### src/sv/wsd_pkg.sv
// ============================================================================
// wsd_pkg
// Shared types and constants of the WebSocket frame deframer.
// ============================================================================
package wsd_pkg;

    localparam int QDEPTH   = 4;
    localparam int QPTR_W   = $clog2(QDEPTH);
    localparam int QCNT_W   = $clog2(QDEPTH + 1);

    localparam logic [31:0] MAX_LEN_RESET = 32'h0400_0000;

    localparam logic [3:0] OP_CLOSE = 4'h8;
    localparam logic [3:0] OP_PING  = 4'h9;
    localparam logic [3:0] OP_PONG  = 4'hA;

    localparam logic [6:0] LEN7_EXT16 = 7'd126;
    localparam logic [6:0] LEN7_EXT64 = 7'd127;

    localparam logic [7:0] PONG_HDR = 8'h80 | {4'h0, OP_PONG};

    typedef enum logic [2:0] {
        K_BYTE  = 3'd0,
        K_END   = 3'd1,
        K_PONG  = 3'd2,
        K_CLOSE = 3'd3,
        K_ABORT = 3'd4
    } kind_t;

    typedef enum logic [2:0] {
        PH_HDR0 = 3'd0,
        PH_HDR1 = 3'd1,
        PH_EXT  = 3'd2,
        PH_MASK = 3'd3,
        PH_DATA = 3'd4,
        PH_DEAD = 3'd5
    } phase_t;

    typedef struct packed {
        kind_t      kind;
        logic [7:0] data;
        logic       last;
        logic [3:0] code;
    } item_t;

    // up to two items pushed by the parser per accepted byte
    typedef struct packed {
        logic  v0;
        logic  v1;
        item_t e0;
        item_t e1;
    } push_t;

endpackage

### src/sv/wsd_parser.sv
// ============================================================================
// wsd_parser
// Front end: parses frame headers, unmasks payload and classifies each
// received byte into zero, one or two result items.
// ============================================================================
module wsd_parser (
    input  logic              aclk,
    input  logic              aresetn,
    input  logic              acc,
    input  logic [7:0]        rx_byte,
    input  logic [31:0]       max_len,
    output wsd_pkg::push_t    push
);
    import wsd_pkg::*;

    phase_t      phase_reg, phase_next;
    logic        final_reg, final_next;
    logic [3:0]  op_reg, op_next;
    logic        mpres_reg, mpres_next;
    logic [2:0]  cnt_reg, cnt_next;
    logic [63:0] len_reg, len_next;
    logic [31:0] key_reg, key_next;
    logic [63:0] remain_reg, remain_next;
    logic [1:0]  pos_reg, pos_next;
    logic        nonempty_reg, nonempty_next;

    logic [63:0] len_cat;
    logic [31:0] key_cat;
    logic [6:0]  len7;
    logic        hd_fire;
    logic [63:0] hd_len;
    logic        hd_over;
    logic        hd_zero;
    logic        data_last;
    logic [7:0]  mb;
    logic [7:0]  ub;
    logic        is_data_op;

    // ---------------- datapath helpers ----------------
    always_comb begin
        len7       = rx_byte[6:0];
        len_cat    = {len_reg[55:0], rx_byte};
        key_cat    = {key_reg[23:0], rx_byte};
        is_data_op = (op_reg != OP_CLOSE) && (op_reg != OP_PING) && (op_reg != OP_PONG);
        hd_fire    = 1'b0;
        hd_len     = len_reg;
        unique case (phase_reg)
            PH_HDR1: begin
                hd_len  = {57'd0, len7};
                hd_fire = (len7 != LEN7_EXT16) && (len7 != LEN7_EXT64) && !rx_byte[7];
            end
            PH_EXT: begin
                hd_len  = len_cat;
                hd_fire = (cnt_reg == 3'd0) && !mpres_reg;
            end
            PH_MASK: begin
                hd_fire = (cnt_reg == 3'd0);
            end
            default: ;
        endcase
        hd_over   = (hd_len[63:32] != 32'd0) || (hd_len[31:0] > max_len);
        hd_zero   = (hd_len == 64'd0);
        data_last = (remain_reg == 64'd1);
        case (pos_reg)
            2'd0:    mb = key_reg[31:24];
            2'd1:    mb = key_reg[23:16];
            2'd2:    mb = key_reg[15:8];
            default: mb = key_reg[7:0];
        endcase
        ub = rx_byte ^ mb;
    end

    // ---------------- next state ----------------
    always_comb begin
        phase_next    = phase_reg;
        final_next    = final_reg;
        op_next       = op_reg;
        mpres_next    = mpres_reg;
        cnt_next      = cnt_reg;
        len_next      = len_reg;
        key_next      = key_reg;
        remain_next   = remain_reg;
        pos_next      = pos_reg;
        nonempty_next = nonempty_reg;
        if (acc) begin
            unique case (phase_reg)
                PH_HDR0: begin
                    final_next = rx_byte[7];
                    op_next    = rx_byte[3:0];
                    key_next   = 32'd0;
                    phase_next = PH_HDR1;
                end
                PH_HDR1: begin
                    mpres_next = rx_byte[7];
                    len_next   = 64'd0;
                    if (len7 == LEN7_EXT16) begin
                        cnt_next   = 3'd1;
                        phase_next = PH_EXT;
                    end else if (len7 == LEN7_EXT64) begin
                        cnt_next   = 3'd7;
                        phase_next = PH_EXT;
                    end else begin
                        len_next = {57'd0, len7};
                        if (rx_byte[7]) begin
                            cnt_next   = 3'd3;
                            phase_next = PH_MASK;
                        end
                    end
                end
                PH_EXT: begin
                    len_next = len_cat;
                    if (cnt_reg != 3'd0) begin
                        cnt_next = cnt_reg - 3'd1;
                    end else if (mpres_reg) begin
                        cnt_next   = 3'd3;
                        phase_next = PH_MASK;
                    end
                end
                PH_MASK: begin
                    key_next = key_cat;
                    if (cnt_reg != 3'd0) begin
                        cnt_next = cnt_reg - 3'd1;
                    end
                end
                PH_DATA: begin
                    remain_next = remain_reg - 64'd1;
                    pos_next    = pos_reg + 2'd1;
                    if (data_last) begin
                        phase_next = (op_reg == OP_CLOSE) ? PH_DEAD : PH_HDR0;
                    end
                    if (is_data_op) begin
                        nonempty_next = !(data_last && final_reg);
                    end
                end
                default: ;
            endcase
            if (hd_fire) begin
                if (hd_over) begin
                    phase_next = PH_DEAD;
                end else if (!hd_zero) begin
                    phase_next  = PH_DATA;
                    remain_next = hd_len;
                    pos_next    = 2'd0;
                end else if (op_reg == OP_CLOSE) begin
                    phase_next = PH_DEAD;
                end else begin
                    phase_next = PH_HDR0;
                    if (is_data_op && final_reg) begin
                        nonempty_next = 1'b0;
                    end
                end
            end
        end
    end

    // ---------------- result items ----------------
    always_comb begin
        push         = '0;
        push.e0.code = op_reg;
        push.e1.code = op_reg;
        if (acc) begin
            if (hd_fire) begin
                if (hd_over) begin
                    push.v0      = 1'b1;
                    push.e0.kind = K_ABORT;
                end else if (op_reg == OP_PING) begin
                    push.v0      = 1'b1;
                    push.e0.kind = K_PONG;
                    push.e0.data = PONG_HDR;
                    push.v1      = 1'b1;
                    push.e1.kind = K_PONG;
                    push.e1.data = {1'b0, hd_len[6:0]};
                    push.e1.last = hd_zero;
                end else if (hd_zero && (op_reg == OP_CLOSE)) begin
                    push.v0      = 1'b1;
                    push.e0.kind = K_CLOSE;
                end else if (hd_zero && is_data_op && final_reg && nonempty_reg) begin
                    push.v0      = 1'b1;
                    push.e0.kind = K_END;
                end
            end else if (phase_reg == PH_DATA) begin
                if (op_reg == OP_PING) begin
                    push.v0      = 1'b1;
                    push.e0.kind = K_PONG;
                    push.e0.data = ub;
                    push.e0.last = data_last;
                end else if (op_reg == OP_CLOSE) begin
                    push.v0      = data_last;
                    push.e0.kind = K_CLOSE;
                end else if (op_reg != OP_PONG) begin
                    push.v0      = 1'b1;
                    push.e0.kind = K_BYTE;
                    push.e0.data = ub;
                    push.e0.last = data_last && final_reg;
                end
            end
        end
    end

    always_ff @(posedge aclk) begin
        if (!aresetn) begin
            phase_reg    <= PH_HDR0;
            final_reg    <= 1'b0;
            op_reg       <= 4'd0;
            mpres_reg    <= 1'b0;
            cnt_reg      <= 3'd0;
            len_reg      <= 64'd0;
            key_reg      <= 32'd0;
            remain_reg   <= 64'd0;
            pos_reg      <= 2'd0;
            nonempty_reg <= 1'b0;
        end else begin
            phase_reg    <= phase_next;
            final_reg    <= final_next;
            op_reg       <= op_next;
            mpres_reg    <= mpres_next;
            cnt_reg      <= cnt_next;
            len_reg      <= len_next;
            key_reg      <= key_next;
            remain_reg   <= remain_next;
            pos_reg      <= pos_next;
            nonempty_reg <= nonempty_next;
        end
    end

endmodule

### src/sv/wsd_queue.sv
// ============================================================================
// wsd_queue
// Short queue between parser and output stage: two pushes, one pop a cycle.
// ============================================================================
module wsd_queue (
    input  logic            aclk,
    input  logic            aresetn,
    input  wsd_pkg::push_t  push,
    input  logic            pop,
    output logic            room,
    output logic            q_valid,
    output wsd_pkg::item_t  q_item
);
    import wsd_pkg::*;

    item_t               mem [QDEPTH];
    logic [QPTR_W-1:0]   wr_reg, wr_next;
    logic [QPTR_W-1:0]   rd_reg, rd_next;
    logic [QCNT_W-1:0]   cnt_reg, cnt_next;
    logic                do_pop;

    // keep space for the two items a single byte may cause
    assign room    = (cnt_reg <= QCNT_W'(QDEPTH - 2));
    assign q_valid = (cnt_reg != '0);
    assign q_item  = mem[rd_reg];
    assign do_pop  = pop && q_valid;

    always_comb begin
        wr_next  = wr_reg + QPTR_W'(push.v0) + QPTR_W'(push.v1);
        rd_next  = rd_reg + QPTR_W'(do_pop);
        cnt_next = cnt_reg + QCNT_W'(push.v0) + QCNT_W'(push.v1) - QCNT_W'(do_pop);
    end

    always_ff @(posedge aclk) begin
        if (push.v0) begin
            mem[wr_reg] <= push.e0;
        end
        if (push.v1) begin
            mem[wr_reg + QPTR_W'(1)] <= push.e1;
        end
    end

    always_ff @(posedge aclk) begin
        if (!aresetn) begin
            wr_reg  <= '0;
            rd_reg  <= '0;
            cnt_reg <= '0;
        end else begin
            wr_reg  <= wr_next;
            rd_reg  <= rd_next;
            cnt_reg <= cnt_next;
        end
    end

endmodule

### src/sv/wsd_out_stage.sv
// ============================================================================
// wsd_out_stage
// Back end: registered result channel, refilled from the queue each cycle
// it is empty or the downstream side takes an item.
// ============================================================================
module wsd_out_stage (
    input  logic            aclk,
    input  logic            aresetn,
    input  logic            q_valid,
    input  wsd_pkg::item_t  q_item,
    output logic            pop,
    output logic            m_tvalid,
    input  logic            m_tready,
    output logic [15:0]     m_tdata,
    output logic            m_tlast,
    output logic [2:0]      m_tuser
);
    import wsd_pkg::*;

    logic  valid_reg, valid_next;
    item_t item_reg;
    logic  load;

    assign load       = !valid_reg || m_tready;
    assign pop        = load && q_valid;
    assign valid_next = load ? q_valid : valid_reg;

    always_ff @(posedge aclk) begin
        if (pop) begin
            item_reg <= q_item;
        end
    end

    always_ff @(posedge aclk) begin
        if (!aresetn) begin
            valid_reg <= 1'b0;
        end else begin
            valid_reg <= valid_next;
        end
    end

    assign m_tvalid = valid_reg;
    assign m_tdata  = {4'd0, item_reg.code, item_reg.data};
    assign m_tlast  = item_reg.last;
    assign m_tuser  = item_reg.kind;

endmodule

### src/sv/websocket_frame_deframer.sv
// ============================================================================
// websocket_frame_deframer
// Received WebSocket byte stream in, message bytes, pong bytes and events out.
// ============================================================================
// Throughput: one received byte per cycle while the queue has room; a ping header
//   adds one extra result, drained by the output side at one result per cycle while
//   m_tready is high, through a 4-entry queue and a registered output stage.
// Reset: synchronous active-low aresetn returns the parser to header state,
//   empties the queue and loads max_frame_len with 64 MiB.
module websocket_frame_deframer (
    input  logic        aclk,
    input  logic        aresetn,
    input  logic        cfg_we,
    input  logic [31:0] cfg_wdata,   // max_frame_len
    input  logic        s_tvalid,
    output logic        s_tready,
    input  logic [7:0]  s_tdata,     // [7:0] rx_byte
    output logic        m_tvalid,
    input  logic        m_tready,
    output logic [15:0] m_tdata,     // [7:0] out_byte, [11:8] frame_code, [15:12] zero
    output logic        m_tlast,     // out_last
    output logic [2:0]  m_tuser      // [2:0] out_kind
);
    import wsd_pkg::*;

    logic [31:0] max_len_reg;
    push_t       push;
    logic        room;
    logic        q_valid;
    item_t       q_item;
    logic        pop;
    logic        acc;

    always_ff @(posedge aclk) begin
        if (!aresetn) begin
            max_len_reg <= MAX_LEN_RESET;
        end else if (cfg_we) begin
            max_len_reg <= cfg_wdata;
        end
    end

    assign s_tready = room;
    assign acc      = s_tvalid && room;

    wsd_parser u_parser (
        .aclk    (aclk),
        .aresetn (aresetn),
        .acc     (acc),
        .rx_byte (s_tdata),
        .max_len (max_len_reg),
        .push    (push)
    );

    wsd_queue u_queue (
        .aclk    (aclk),
        .aresetn (aresetn),
        .push    (push),
        .pop     (pop),
        .room    (room),
        .q_valid (q_valid),
        .q_item  (q_item)
    );

    wsd_out_stage u_out (
        .aclk     (aclk),
        .aresetn  (aresetn),
        .q_valid  (q_valid),
        .q_item   (q_item),
        .pop      (pop),
        .m_tvalid (m_tvalid),
        .m_tready (m_tready),
        .m_tdata  (m_tdata),
        .m_tlast  (m_tlast),
        .m_tuser  (m_tuser)
    );

endmodule

### config.mk
export PLATFORM = sky130hd
export DESIGN_NAME = websocket_frame_deframer
export DESIGN_NICKNAME = d
export VERILOG_FILES = /design/src/sv/wsd_pkg.sv /design/src/sv/wsd_parser.sv /design/src/sv/wsd_queue.sv /design/src/sv/wsd_out_stage.sv /design/src/sv/websocket_frame_deframer.sv
export SDC_FILE = /design/constraint.sdc
export NUM_CORES = 1
export LEC_CHECK = 0
export BUFFER_PORTS_ARGS = -buffer_cell sky130_fd_sc_hd__buf_2
export CORE_MARGIN = 3
export CORE_UTILIZATION = 60
export CTS_CLUSTER_DIAMETER = 200
export DETAILED_ROUTE_END_ITERATION = 16
export HOLD_SLACK_MARGIN = 0.05
export PLACE_DENSITY = 0.78
export SLEW_MARGIN = 15
export SYNTH_ARGS = -nofsm -noshare
export SYNTH_HDL_FRONTEND = slang
export SYNTH_HIERARCHICAL = 1
export SYNTH_SLANG_ARGS = --single-unit
### constraint.sdc
create_clock -name aclk -period 6.5 [get_ports aclk]
set_input_delay 0 -clock aclk [delete_from_list [all_inputs] [get_ports aclk]]
set_output_delay 0 -clock aclk [all_outputs]
set_load 0.03 [all_outputs]
==> results.md <==
- Run status: completed
- Core region area: 25300 um^2
- RePlAce Congestion: 0.909
- Reg2reg setup slack: 640 ps
- Top cells by area, synth: dfxtp_1 (28%), edfxtp_1 (15%), a22oi_1 (5.0%)
- Slowest CP cell: nor2_1
- CTS tree: done
- Slowest Stage Delay on Critical Path: 560 ps
- DR DRC count: 0
- Synth cell types: 88
- Setup TNS: 0 ps
- Chip Width: 167 um
- Tcrit/Tclk final: 90.1%
- Root Buffer: clkbuf_16
- Setup Skew: 22.4 ps
- Critical path arrival: 6100 ps
- Initial antenna violation count: 0
- Setup crit end kind: flip-flop
- Clk Latency, worst-skew pair: 580 ps
- # setup viols final: 0
- EDFF count, synth: 80
- Final HPWL DP: 26400 um
- Fraction of layout cells with a size suffix above 1: 15.5%
- GRT Residual Overflow: 0
- Final hold slack: 93.2 ps
- Yosys warns: 6
- Slew @ Worst Pin: 1150 ps
- Filler cell count: 1907
- Vias in the first global route: 12200
- ANT cells: 0
- Largest net degree at the start of global routing: 96
- #FFs+latches synth: 295
- Count leader, synth: dfxtp_1
- Port buffer count: 62
- Peak Freq: 171 MHz
- CP required: 6740 ps
- Wire per inst: 20.6 um
- Setup repair bufs after CTS: 0
- Vias per cell: 6.41
- Top FF cell, synth: dfxtp_1
- Die ar.: 27800 um^2
- Initial Util: 61.2%
- Synth top cells by count: dfxtp_1 (215), nor2_1 (198), a22oi_1 (103)
- CTS buffer count: 30
- Area Overhead vs Synth: 11.8%
- Rows: 58
- RSZ-0062 raised after global routing: no
- GRT Resource Usage Total: 28.8%
- Sequential area share after synthesis: 43.3%
- Netlist Area Pre-Place: 15500 um^2
- Clk slew on worst S/H paths: 70 ps
- 1st-pass router iterations: 7
- Post-synth top area share: 27.8%
- Post-synth ARST share: 0%
- Area taken by multi-input logic gates: 7990 um^2
- First-pass GRT wire length: 65900 um
- Nets: 1741
- Crit Path Category: flip-flop to flip-flop
- Syn_area_per_cell: 9.68 um^2
- H-tree levels: 1
- DRT antenna net count: 0
- Slew Limit Fails: 0
- Max clock buf depth: 3
- CTS Sinks: 295
- Relative slew margins: 23.1%
- Register area: 6710 um^2
- Synthesized instance count: 1602
- Cell Pwr Density: 370 nW/um^2
- Most area-hungry cell type in the Yosys netlist: dfxtp_1
- Number of hold buffers added after CTS: 41
- Die H: 167 um
- Max cap viols: 0
- Peak supply drop: 0.000351 V
- Vias: 12900
- Initial DRC count: 1724
- Final Hold Fails: 0
- CP max FO: 44
- Post-Route WL: 41300 um
- Worst setup SP type: flip-flop
- Crit path cell chain: buf_4 > xnor2_1 > nor2_1 > mux2i_1 > inv_1 > ha_1 > and4_1 > nand4_1 > o32a_1 > nor3_1 > nand3_1 > or2_2 > inv_1 > nand3_2 > o31ai_2 > buf_4
- Leak Pwr: 6.65 nW
- Cts repair resizes: 0
- Final min period: 5860 ps
- Hold crit path type: primary input to flip-flop
- I/O Pins: 67
-- placed cells by master (no fill, tap or decap), drive strengths merged, types with 11 or more instances in the layout --
master | Yosys | final
mux2 | 65 | 65
nor3 | 29 | 29
a221o | 11 | 11
a222oi | 12 | 12
inv | 58 | 58
o21ai | 59 | 59
or4 | 16 | 16
clkinv | 1 | 11
or3 | 17 | 17
buf | 48 | 86
a211oi | 11 | 11
mux4 | 16 | 16
nor4 | 29 | 29
clkbuf | 67 | 38
edfxtp | 80 | 80
a21oi | 49 | 49
a31oi | 11 | 11
xnor2 | 27 | 27
dlygate4sd3 | 0 | 41
and3 | 15 | 15
dfxtp | 215 | 215
nand3 | 45 | 45
a22oi | 103 | 103
nor2 | 200 | 200
xor2 | 11 | 11
nand4 | 23 | 23
ha | 42 | 42
mux2i | 42 | 42
nor2b | 40 | 40
nand2 | 94 | 94
and2 | 33 | 33
-- layer usage --
metal	GRT usage [%]	share of wire, %
met5	0	0
met3	4.23	8.0
met1	40.1	42
met4	9.47	3.5
met2	46.5	47
-- kinds of logic after synthesis --
logic type	synth area share [%]
buffers and inverters	5.58
DFF	43.3
and+or+nand+nor	19.7
muxes	9.76
xor gates and xnor gates	2.15
adders and majority gates	3.78
other	0.0484
AOI/OAI and AO/OA	15.8
-- power by group --
group | internal (W) | switching, W | leakage, nW
combinational | 0.000731 | 0.00140 | 3.62
sequential | 0.00215 | 0.000207 | 2.48
clock | 0.00116 | 0.000758 | 0.545
total | 0.00404 | 0.00237 | 6.65
-- critical path: cells and delay by family (launching register included) --
family,cells,cell delay [ps]
DFF,1,370
xor gates and xnor gates,1,240
and+or+nand+nor,7,2440
buffers and inverters,4,1190
muxes,1,360
adders and majority gates,1,310
AOI/OAI and AO/OA,2,600
-- final timing paths --
check | startpoint | end | depth (start not counted)
hold / removal | aresetn | u_parser/remain_reg[5]$_SDFFE_PN0P_ | 3
setup / recovery | u_parser/phase_reg[1]$_SDFFE_PN0P_ | u_queue/mem[0][11]$_DFFE_PP_ | 16
setup reg to reg | u_parser/phase_reg[1]$_SDFFE_PN0P_ | u_queue/mem[0][11]$_DFFE_PP_ | 16
hold reg to reg | u_parser/remain_reg[27]$_SDFFE_PN0P_ | u_parser/remain_reg[27]$_SDFFE_PN0P_ | 2
-- metrics by stage --
step / util, % / total power, W / cell area [um^2] / setup WS [ps] / std cells
2_1_floorplan: - / 0.00397 / 15500 / 1570 / 1607
3_3_place_gp: 62.4 / 0.00439 / 15800 / 955 / 1908
3_5_place_dp: 62.4 / 0.00444 / 15800 / 805 / 1908
4_1_cts: 68.4 / 0.00638 / 17300 / 763 / 2005
5_1_grt: 68.4 / 0.00673 / 17300 / 307 / 2005
6_report: 68.4 / 0.00641 / 17300 / 644 / 2005
-- cell type report --
class,count,share of cell area (%)
flip-flops and latches,295,38.7
inverters,59,1.28
repair buffers,127,5.20
clock inverters,18,1.46
multi-input cells,1138,46.1
clock buffers,38,4.92
well taps,330,2.38
(Power assumes the default switching activity.)
